## config.mk

```make
export PLATFORM = sky130hd
export DESIGN_NAME = rssi_tagged_channel_ring_flat
export DESIGN_NICKNAME = d
export VERILOG_FILES = /design/src/sv/rtcr_pkg.sv /design/src/sv/rtcr_chan_if.sv /design/src/sv/rtcr_ram.sv /design/src/sv/rssi_tagged_channel_ring.sv /design/src/flat_wrapper.sv
export VERILOG_INCLUDE_DIRS = /design/src /design/src/sv
export SDC_FILE = /design/constraint.sdc
export NUM_CORES = 1
export LEC_CHECK = 0
export BUFFER_PORTS_ARGS = -buffer_cell sky130_fd_sc_hd__buf_4
export CAP_MARGIN = 20
export CORE_AREA = 2 2 305 307
export CTS_CLUSTER_DIAMETER = 40
export CTS_CLUSTER_SIZE = 16
export DETAILED_ROUTE_END_ITERATION = 10
export DIE_AREA = 0 0 307 309
export PLACE_DENSITY = 0.64
export SLEW_MARGIN = 20
export SYNTH_ARGS = -nofsm -noshare
export SYNTH_HDL_FRONTEND = slang
export SYNTH_SLANG_ARGS = --single-unit
```

## constraint.sdc

```tcl
create_clock -name clk -period 3.65 [get_ports clk]
set_input_delay 0.1825 -clock clk [delete_from_list [all_inputs] [get_ports clk]]
set_output_delay 0.1825 -clock clk [all_outputs]
set_load 0.02 [all_outputs]
```

## src/sv/rssi_tagged_channel_ring_defines.svh

```systemverilog
// assertion macros for the tag ring
`ifndef RSSI_TAGGED_CHANNEL_RING_DEFINES_SVH
`define RSSI_TAGGED_CHANNEL_RING_DEFINES_SVH

// same-cycle implication
`define RTCR_ASSERT_IMP(lbl, ante, cons, msg) \
  lbl: assert property (@(posedge clk) disable iff (rst) (ante) |-> (cons)) \
    else $error(msg);

// next-cycle implication
`define RTCR_ASSERT_NXT(lbl, ante, cons, msg) \
  lbl: assert property (@(posedge clk) disable iff (rst) (ante) |=> (cons)) \
    else $error(msg);

`endif

```

## src/sv/rtcr_pkg.sv

```systemverilog
`default_nettype none

package rtcr_pkg;

  localparam int CHANNEL_W = 6;
  localparam int RSSI_W = 8;
  localparam int DISCARD_W = 16;
  localparam int RING_DEPTH_DEF = 64;

  localparam logic [CHANNEL_W-1:0] FALLBACK_CHANNEL = CHANNEL_W'(37);
  localparam logic [DISCARD_W-1:0] DISCARD_MAX = '1;

  localparam logic REQ_RECORD = 1'b0;
  localparam logic REQ_POP = 1'b1;

  typedef struct packed {
    logic [CHANNEL_W-1:0] channel;
    logic [RSSI_W-1:0] rssi;
  } tag_t;

  localparam int TAG_W = $bits(tag_t);

endpackage

`default_nettype wire

```

## src/sv/rtcr_chan_if.sv

```systemverilog
`default_nettype none

interface rtcr_req_if;
  logic valid;
  logic ready;
  logic req_type;
  logic [rtcr_pkg::CHANNEL_W-1:0] rx_channel;
  logic signed [rtcr_pkg::RSSI_W-1:0] rx_rssi;
  logic kept;
  logic signed [rtcr_pkg::RSSI_W-1:0] expected_rssi;

  modport source (output valid, req_type, rx_channel, rx_rssi, kept, expected_rssi,
                  input ready);
  modport sink (input valid, req_type, rx_channel, rx_rssi, kept, expected_rssi,
                output ready);
endinterface

interface rtcr_rsp_if;
  logic valid;
  logic ready;
  logic [rtcr_pkg::CHANNEL_W-1:0] channel_out;
  logic matched;
  logic [rtcr_pkg::DISCARD_W-1:0] discard_count;

  modport source (output valid, channel_out, matched, discard_count, input ready);
  modport sink (input valid, channel_out, matched, discard_count, output ready);
endinterface

`default_nettype wire

```

## src/sv/rtcr_ram.sv

```systemverilog
`default_nettype none

module rtcr_ram #(
  parameter int WIDTH = 8,
  parameter int DEPTH = 64
) (
  input  wire logic                     clk,
  input  wire logic                     we,
  input  wire logic [$clog2(DEPTH)-1:0] waddr,
  input  wire logic [WIDTH-1:0]         wdata,
  input  wire logic                     re,
  input  wire logic [$clog2(DEPTH)-1:0] raddr,
  output logic      [WIDTH-1:0]         rdata
);

  logic [WIDTH-1:0] mem [DEPTH];

  always_ff @(posedge clk) begin
    if (we) begin
      mem[waddr] <= wdata;
    end
    if (re) begin
      rdata <= mem[raddr];
    end
  end

endmodule

`default_nettype wire

```

## src/sv/rssi_tagged_channel_ring.sv

```systemverilog
// channel | role | payload
// req     | sink   | req_type, rx_channel, rx_rssi, kept, expected_rssi
// rsp     | source | channel_out, matched, discard_count (one per pop item)
//
// a record item leaves the block idle and ready for the next item; a pop item reads the
// ring entries one at a time, examining 1 to RING_DEPTH of them, or skips the scan when
// nothing was recorded yet; no new item is taken until the pop result is loaded.
// after reset a clearing pass writes zero to every entry before the first item is taken.
// the result register holds a finished pop result while records and new pops go on;
// a pop waits in its last state (FIN) only while an earlier result is still untaken.
`default_nettype none

`include "rssi_tagged_channel_ring_defines.svh"

module rssi_tagged_channel_ring #(
  parameter int RING_DEPTH = rtcr_pkg::RING_DEPTH_DEF
) (
  input wire logic clk,
  input wire logic rst,
  rtcr_req_if.sink req,
  rtcr_rsp_if.source rsp
);

  localparam int PTR_W = $clog2(RING_DEPTH);
  localparam int CNT_W = $clog2(RING_DEPTH + 1);
  localparam logic [PTR_W-1:0] LAST_PTR = PTR_W'(RING_DEPTH - 1);
  localparam logic [CNT_W-1:0] FULL_CNT = CNT_W'(RING_DEPTH);

  typedef enum logic [1:0] {
    CLEAR,
    IDLE,
    SCAN,
    FIN
  } state_t;

  state_t state;

  logic [PTR_W-1:0] write_pointer;
  logic [PTR_W-1:0] read_pointer;
  logic seen_once;
  logic [rtcr_pkg::DISCARD_W-1:0] discards;
  logic [PTR_W-1:0] clr_ptr;

  logic [rtcr_pkg::RSSI_W-1:0] want;
  logic [PTR_W-1:0] issue_ptr;
  logic [CNT_W-1:0] issue_cnt;
  logic cmp_valid;
  logic [PTR_W-1:0] cmp_ptr;
  logic [PTR_W-1:0] exam_cnt;

  logic [rtcr_pkg::CHANNEL_W-1:0] res_channel;
  logic res_matched;
  logic [rtcr_pkg::DISCARD_W-1:0] res_discard;

  logic out_valid;
  logic [rtcr_pkg::CHANNEL_W-1:0] out_channel;
  logic out_matched;
  logic [rtcr_pkg::DISCARD_W-1:0] out_discard;

  logic req_fire;
  logic pop_fire;
  logic keep_fire;
  logic ram_we;
  logic [PTR_W-1:0] ram_waddr;
  rtcr_pkg::tag_t ram_wdata;
  logic ram_re;
  rtcr_pkg::tag_t rd_tag;
  logic hit;

  function automatic logic [PTR_W-1:0] next_ptr(input logic [PTR_W-1:0] p);
    next_ptr = (p == LAST_PTR) ? '0 : p + PTR_W'(1);
  endfunction

  assign req.ready = (state == IDLE);
  assign req_fire = req.valid && req.ready;
  assign pop_fire = req_fire && (req.req_type == rtcr_pkg::REQ_POP);
  assign keep_fire = req_fire && (req.req_type == rtcr_pkg::REQ_RECORD) && req.kept;

  assign rsp.valid = out_valid;
  assign rsp.channel_out = out_channel;
  assign rsp.matched = out_matched;
  assign rsp.discard_count = out_discard;

  always_comb begin
    ram_we = 1'b0;
    ram_waddr = write_pointer;
    ram_wdata.channel = req.rx_channel;
    ram_wdata.rssi = $unsigned(req.rx_rssi);
    if (state == CLEAR) begin
      ram_we = 1'b1;
      ram_waddr = clr_ptr;
      ram_wdata = '0;
    end else if (keep_fire) begin
      ram_we = 1'b1;
    end
  end

  assign ram_re = (state == SCAN) && (issue_cnt != FULL_CNT);
  assign hit = cmp_valid && (rd_tag.rssi == want);

  rtcr_ram #(
    .WIDTH(rtcr_pkg::TAG_W),
    .DEPTH(RING_DEPTH)
  ) u_ring (
    .clk(clk),
    .we(ram_we),
    .waddr(ram_waddr),
    .wdata(ram_wdata),
    .re(ram_re),
    .raddr(issue_ptr),
    .rdata(rd_tag)
  );

  always_ff @(posedge clk) begin
    if (rst) begin
      state <= CLEAR;
      clr_ptr <= '0;
      write_pointer <= '0;
      read_pointer <= '0;
      seen_once <= 1'b0;
      discards <= '0;
      cmp_valid <= 1'b0;
      out_valid <= 1'b0;
    end else begin
      // the last state loads the result register itself
      if (out_valid && rsp.ready && state != FIN) begin
        out_valid <= 1'b0;
      end
      unique case (state)
        CLEAR: begin
          clr_ptr <= next_ptr(clr_ptr);
          if (clr_ptr == LAST_PTR) begin
            state <= IDLE;
          end
        end
        IDLE: begin
          if (req_fire) begin
            if (req.req_type == rtcr_pkg::REQ_RECORD) begin
              seen_once <= 1'b1;
              if (req.kept) begin
                write_pointer <= next_ptr(write_pointer);
              end else if (discards != rtcr_pkg::DISCARD_MAX) begin
                discards <= discards + rtcr_pkg::DISCARD_W'(1);
              end
            end else begin
              res_discard <= discards;
              discards <= '0;
              want <= $unsigned(req.expected_rssi);
              issue_ptr <= read_pointer;
              issue_cnt <= '0;
              exam_cnt <= '0;
              cmp_valid <= 1'b0;
              res_channel <= rtcr_pkg::FALLBACK_CHANNEL;
              res_matched <= 1'b0;
              state <= seen_once ? SCAN : FIN;
            end
          end
        end
        SCAN: begin
          if (issue_cnt != FULL_CNT) begin
            issue_ptr <= next_ptr(issue_ptr);
            issue_cnt <= issue_cnt + CNT_W'(1);
            cmp_ptr <= issue_ptr;
            cmp_valid <= 1'b1;
          end else begin
            cmp_valid <= 1'b0;
          end
          if (cmp_valid) begin
            if (hit) begin
              res_channel <= rd_tag.channel;
              res_matched <= 1'b1;
              read_pointer <= next_ptr(cmp_ptr);
              state <= FIN;
            end else if (exam_cnt == LAST_PTR) begin
              state <= FIN;
            end else begin
              exam_cnt <= exam_cnt + PTR_W'(1);
            end
          end
        end
        FIN: begin
          if (!out_valid || rsp.ready) begin
            out_valid <= 1'b1;
            out_channel <= res_channel;
            out_matched <= res_matched;
            out_discard <= res_discard;
            state <= IDLE;
          end
        end
        default: begin
          state <= IDLE;
        end
      endcase
    end
  end

  `RTCR_ASSERT_IMP(a_no_item_in_clear, state == CLEAR, !req.ready, "item taken during clear")
  `RTCR_ASSERT_NXT(a_pop_clears_discards, pop_fire, discards == '0, "discards not cleared")
  `RTCR_ASSERT_NXT(a_kept_advances_wp, keep_fire, write_pointer == next_ptr($past(write_pointer)), "wp stuck")
  `RTCR_ASSERT_IMP(a_scan_no_write, state == SCAN, !ram_we, "ring written during scan")

endmodule

`default_nettype wire

```

## src/flat_wrapper.sv

```systemverilog
// flat-port wrapper written by rule: the top's interface ports become plain ports
module rssi_tagged_channel_ring_flat 
#(
  parameter int RING_DEPTH = rtcr_pkg::RING_DEPTH_DEF
)
  (clk, rst, req_valid, req_req_type, req_rx_channel, req_rx_rssi, req_kept, req_expected_rssi, req_ready, rsp_valid, rsp_channel_out, rsp_matched, rsp_discard_count, rsp_ready);
  rtcr_req_if req_i ();
  rtcr_rsp_if rsp_i ();
  input wire logic clk;
  input wire logic rst;
  input wire logic [$bits(req_i.valid)-1:0] req_valid;
  input wire logic [$bits(req_i.req_type)-1:0] req_req_type;
  input wire logic [$bits(req_i.rx_channel)-1:0] req_rx_channel;
  input wire logic [$bits(req_i.rx_rssi)-1:0] req_rx_rssi;
  input wire logic [$bits(req_i.kept)-1:0] req_kept;
  input wire logic [$bits(req_i.expected_rssi)-1:0] req_expected_rssi;
  output wire logic [$bits(req_i.ready)-1:0] req_ready;
  output wire logic [$bits(rsp_i.valid)-1:0] rsp_valid;
  output wire logic [$bits(rsp_i.channel_out)-1:0] rsp_channel_out;
  output wire logic [$bits(rsp_i.matched)-1:0] rsp_matched;
  output wire logic [$bits(rsp_i.discard_count)-1:0] rsp_discard_count;
  input wire logic [$bits(rsp_i.ready)-1:0] rsp_ready;
  assign req_i.valid = req_valid;
  assign req_i.req_type = req_req_type;
  assign req_i.rx_channel = req_rx_channel;
  assign req_i.rx_rssi = req_rx_rssi;
  assign req_i.kept = req_kept;
  assign req_i.expected_rssi = req_expected_rssi;
  assign req_ready = req_i.ready;
  assign rsp_valid = rsp_i.valid;
  assign rsp_channel_out = rsp_i.channel_out;
  assign rsp_matched = rsp_i.matched;
  assign rsp_discard_count = rsp_i.discard_count;
  assign rsp_i.ready = rsp_ready;
  rssi_tagged_channel_ring #(.RING_DEPTH(RING_DEPTH)) u_core (.clk(clk), .rst(rst), .req(req_i), .rsp(rsp_i));
endmodule
```

# After elaboration in Yosys (flattened, before gate mapping)
# Memory sizes are Yosys's and may differ from the RTL's. A register that Yosys moved wholly into a read port is not among the register bits.
# Index checks and enable logic that the tools add are counted.
[totals]
mem_bits_ro = 0
output_inout_bits = 25
mem_count = 1
input_bits = 28
register_bits = 118
latchBits = 0
wordCells = 127
ram_bits = 896
[op_classes]
order_cmp = 0
reduce_logical = 24
n_bitwise = 2
shifts = 0
eq_ne = 23
addsub = 7
div_mod_pow = 0
muxes = 51
n_mul = 0
[mem_list]
columns = ["name", "depth", "width", "read_ports", "rd_clocked_by_memory_dff", "write_ports", "line", "text"]
rows = [
  ["u_core.u_ring.mem", 64, 14, 1, 1, 1, "rtcr_ram.sv:16", "logic [WIDTH-1:0] mem [DEPTH];"],
]
[ops]
columns = ["cell", "count"]
rows = [
  ["2-to-1 mux 6 bit", 17],
  ["2-to-1 mux 16 bit", 3],
  ["case mux 6 bit (2 select lines)", 3],
  ["adder 6 x 1 -> 6 bit (second input constant)", 5],
  ["== test 6 bit (second input constant)", 5],
  ["2-to-1 mux 7 bit", 3],
  ["adder 16 x 1 -> 16 bit (second input constant)", 1],
  ["!= test 16 bit (second input constant)", 1],
  ["!= test 2 bit (second input constant)", 8],
  ["AND reduction 3 bit", 5],
  ["2-to-1 mux 14 bit", 1],
  ["2-to-1 mux 2 bit", 7],
  ["case mux 7 bit (2 select lines)", 1],
  ["2-to-1 mux 1 bit", 13],
  ["AND reduction 4 bit", 3],
  ["AND reduction 6 bit", 2],
  ["== test 8 bit", 1],
  ["case mux 2 bit (4 select lines)", 1],
  ["adder 7 x 1 -> 7 bit (second input constant)", 1],
  ["logical AND 1 bit", 7],
  ["!= test 7 bit (second input constant)", 1],
  ["AND reduction 7 bit", 1],
  ["!= test 2 x 1 -> 1 bit (second input constant)", 3],
  ["AND reduction 5 bit", 1],
  ["other kinds (9)", 13],
]

# Depth between registers and ports, before layout
[logic_depth]
ltp_word = 8
mapped_depth = 9
depth_no_buf = 7

# By module
# Synthesis repeated with hierarchy kept, for this count alone.
[hier_totals]
cells_unflattened = 1976
hier_area_um2 = 40214.8
[modules_own_cells]
columns = ["module", "seq_area_each_um2", "area_per_inst_um2", "cells_each", "n_inst"]
rows = [
  ["rtcr_ram", 27326.2, 35098.7, 1550, 1],
  ["rssi_tagged_channel_ring", 3153.0, 5116.2, 426, 1],
]

# Worst setup path before layout
# OpenSTA, ideal clock, no wires.
[synth_path]
kind = "register to register"
start = "reg u_core.state[0]"
end = "mem u_core.u_ring.mem[0][10] (netlist bit), data pin"
t_arrival_ns = 2.863
required_time_ns = 3.136
stages_incl_launch_ff = 7
setup_slack_ns = 0.273
synth_period_minus_slack_ns = 3.377
cell_sequence = "dfxtp_1 -> inv_1 -> ha_1 -> clkbuf_1 -> clkbuf_1 -> clkbuf_1 -> nor2b_1"
[synth_rtl]
columns = ["item", "line", "text"]
rows = [
  ["start: declaration", "rssi_tagged_channel_ring.sv:36", "state_t state;"],
  ["start signal: assignment", "rssi_tagged_channel_ring.sv:155", "state <= seen_once ? SCAN : FIN;"],
  ["end: declaration", "rtcr_ram.sv:16", ""],
]

# Worst setup path after layout
[layout_path]
start = "reg u_core.state[0]"
end = "mem u_core.u_ring.mem[33][1] (netlist bit) (enable)"
[layout_between]
elab_chain_cells = 8
[layout_rtl]
columns = ["item", "line", "text"]
rows = [
  ["== test 2 x 1 -> 1 bit", "rssi_tagged_channel_ring.sv:74", "assign req.ready = (state == IDLE);"],
  ["logical AND 1 bit", "rssi_tagged_channel_ring.sv:75", "assign req_fire = req.valid && req.ready;"],
  ["logical AND 1 bit (2 in a row)", "rssi_tagged_channel_ring.sv:77", "assign keep_fire = req_fire && (req.req_type == rtcr_pkg::REQ_RECORD) && req.kept;"],
  ["2-to-1 mux 1 bit", "rssi_tagged_channel_ring.sv:93", "end else if (keep_fire) begin"],
  ["2-to-1 mux 1 bit", "rssi_tagged_channel_ring.sv:89", "if (state == CLEAR) begin"],
  ["2-to-1 mux 1 bit", "rtcr_ram.sv:19", "if (we) begin"],
  ["2-to-1 mux 1 bit (not written as such)", "rtcr_ram.sv:20", "mem[waddr] <= wdata;"],
]
# Parallel ways exist; a longest one is shown, timed or not.

==> qor.txt <==
Startpoint types: flop
Layout cells sized above 1: 28.4%
Antenna-violating nets left: 0
Max-slew violation count: 0
Layout Skew: 0.0370 ns
Reg2reg setup slack: 0.70 ns
Pre-CTS setup slack: 0.805 ns
HP Class: in -> reg
Worst Max-Slew Pin Slew: 1.04 ns
Initial DRC Count: 2,365
Largest net degree at the start of global routing: 91
Hold Path Cell Cnt: 2
Post-Syn Nets: 1,993
Post-synth EDFFs: 989
Io pins: 53
Max cap viols: 0
Worst skew pair latency: 0.71 ns
Via count: 20,021
Mapped Cells: 1,952
CTS root buf: clkbuf_16
CTS Hold Buffers Added: 13
Placed Area: 0.0425 mm2
Post-synth cell types: 56
Port bufs: 52
Minimum clock period: 2.95 ns
Final worst setup slack: 0.698 ns
Chip Height: 309 um
Sequential share of the synthesized area: 76.3%
Flops & latches, synth: 1,028
First-pass GRT wire length: 136,000 um
Setup TNS: 0 ns
Critical Path RT: 4.02 ns
Crit Path Category: reg -> reg
Row Count: 111
VDD IR max: 423 uV
Pleak: 15.4 nW
DP Wirelength: 55,200 um
CTS tree: done
Peak Freq: 339 MHz
Total gr overflow: 0
Core area: 0.0914 mm2
Routed WL: 93,100 um
Arrival time of the worst setup path: 3.32 ns
Finished Cell Area: 0.0468 mm2
Setup Viol. Count Final: 0
Sink Count: 1,028
Main synth FF type: edfxtp_1
Status: completed
Synth async-reset ratio: 0%
Critical Path End Type: flop
Synthesis Warnings: 0
Initial antenna violation count: 1
All-Layer GR Usage: 19.7%
Clk buf depth: 3
PostCTS Resize Cnt: 0
Vias in the first global route: 20,222
Via density: 5.79
Wire length per cell: 26.9 um
CTS Buf Count: 121
DR DRC count: 0
ANT cells: 0
# H-tree levels: 3
Max_slew headroom: 30.9%
Hold Vio Cnt, Final: 0
Final core occ: 51.2%
Pwr Density: 653 mW/mm2
Placed Cells: 3,219
Post-CTS Setup Bufs: 0
Die width: 307 um
Tcrit/Tclk final: 80.9%
Worst reg-to-reg path cell count: 7
Post-route insts no fill: 3,460
Syn_area_per_cell: 20.5 um2
Layout area overhead: 17.2%
Gpl congestion: 0.875
Cell Area, Synth: 0.0399 mm2
Die ar.: 0.0949 mm2
Worst-path fanout max: 18
Unrepaired setup endpoints after global routing: no
Clk slew on worst S/H paths: 0.06 ns
Fin nets: 2,210
Initial core utilization: 43.7%
Pre-Repair DR Iteration Count: 5
==> power by group <==
group | internal (W) | switching [W]
clock network | 0.00729 | 0.00503
registers | 0.0140 | 0.000149
logic | 0.00131 | 0.00273
==> cell usage after synthesis (5+ instances only) <==
cell type | number | area (um2)
xor2_1 | 11 | 96.3
nor2_1 | 137 | 514
and3_1 | 5 | 31.3
a22oi_1 | 25 | 188
ha_1 | 13 | 163
buf_6 | 10 | 113
buf_2 | 23 | 115
mux2i_1 | 51 | 510
inv_1 | 19 | 71.3
nand2b_1 | 9 | 56.3
and2_1 | 12 | 75.1
nor2b_1 | 23 | 144
nor3_1 | 12 | 60.1
buf_1 | 7 | 26.3
o22ai_1 | 15 | 93.8
o21ai_1 | 9 | 45.0
a221oi_1 | 15 | 131
dfxtp_1 | 39 | 781
edfxtp_1 | 989 | 29700
nand2_1 | 58 | 218
a211o_1 | 10 | 87.6
buf_4 | 11 | 82.6
nand4_1 | 11 | 68.8
mux4_2 | 234 | 5270
or3_1 | 5 | 31.3
nand3_1 | 30 | 150
a211oi_1 | 15 | 113
xnor2_1 | 35 | 307
mux2_2 | 6 | 67.6
clkbuf_1 | 44 | 165
a21oi_1 | 25 | 125
o21ai_0 | 9 | 45.0
==> sequential cells by signal, indices dropped and copies added (netlist names), 7 cells and up <==
register and count:
u_core.want 8, u_core.rsp.discard_count 16, u_core.discards 16, u_core.u_ring.rdata 14, u_core.u_ring.mem 896, u_core.issue_cnt 7
u_core.res_discard 16
==> path summary, 6_finish.rpt <==
check	startpoint	end
max reg2reg	u_core.state[0]	u_core.u_ring.mem[33][1]
min reg2reg	u_core.res_discard[8]	u_core.rsp.discard_count[8]
min	req_rx_channel[2]	u_core.u_ring.mem[16][10]
max	u_core.state[0]	u_core.u_ring.mem[33][1]
==> cell usage in the layout, fill, tap and decap left out, types with 25 or more instances in the layout <==
master     Yosys  routed
dfxtp_1       39      39
edfxtp_1     989     989
a21oi_1       25      25
buf_4         11     167
xnor2_1       35      35
clkbuf_16      0     124
a22oi_1       25      25
mux4_2       234     234
nand2_1       58      58
mux2i_1       51      51
nor2_1       137     136
nand3_1       30      30
==> per-layer routing <==
layer	wire length, um	track usage [%]	share of wire, %
met1	39100	28.0	42
met5	0	0	0
met2	44000	31.2	47
met3	7610	4.10	8.2
met4	2390	5.54	2.6
==> logic make-up after synthesis <==
group	count (synthesis)	synth area share, %
adder cells (fa/ha/maj)	13	0.407
AO/OA/AOI/OAI	147	2.60
XOR/XNOR	46	1.01
multiplexers	291	14.6
buffers and inverters	115	1.44
flip-flops	1028	76.3
AND/OR/NAND/NOR	312	3.58
==> worst max-delay path: stages (launching register included) <==
cell and delay, ns:
dfxtp_1 0.34, inv_1 0.12, ha_2 0.40, inv_1 0.17, o31ai_1 0.65, nand2_1 0.33, nor2_1 0.30, buf_4 0.31
==> layout make-up <==
cell class | instances | area (um2)
Fill cell | 7070 | 44600
Tap cell | 1186 | 1480
Clock inverter | 95 | 1040
Multi-Input combinational cell | 809 | 9000
Clock buffer | 133 | 3160
Timing Repair Buffer | 189 | 1560
Sequential cell | 1028 | 30500
Inverter | 20 | 75.1
==> through the flow <==
step,hold WS (ns),total power [W]
6_report,0.0549,0.0305
5_1_grt,0.0248,0.0315
4_1_cts,0.0172,0.0308
3_5_place_dp,0.363,0.0185
3_3_place_gp,0.363,0.0184
2_1_floorplan,0.255,0.0168
Power figures use the tool's default switching activity.
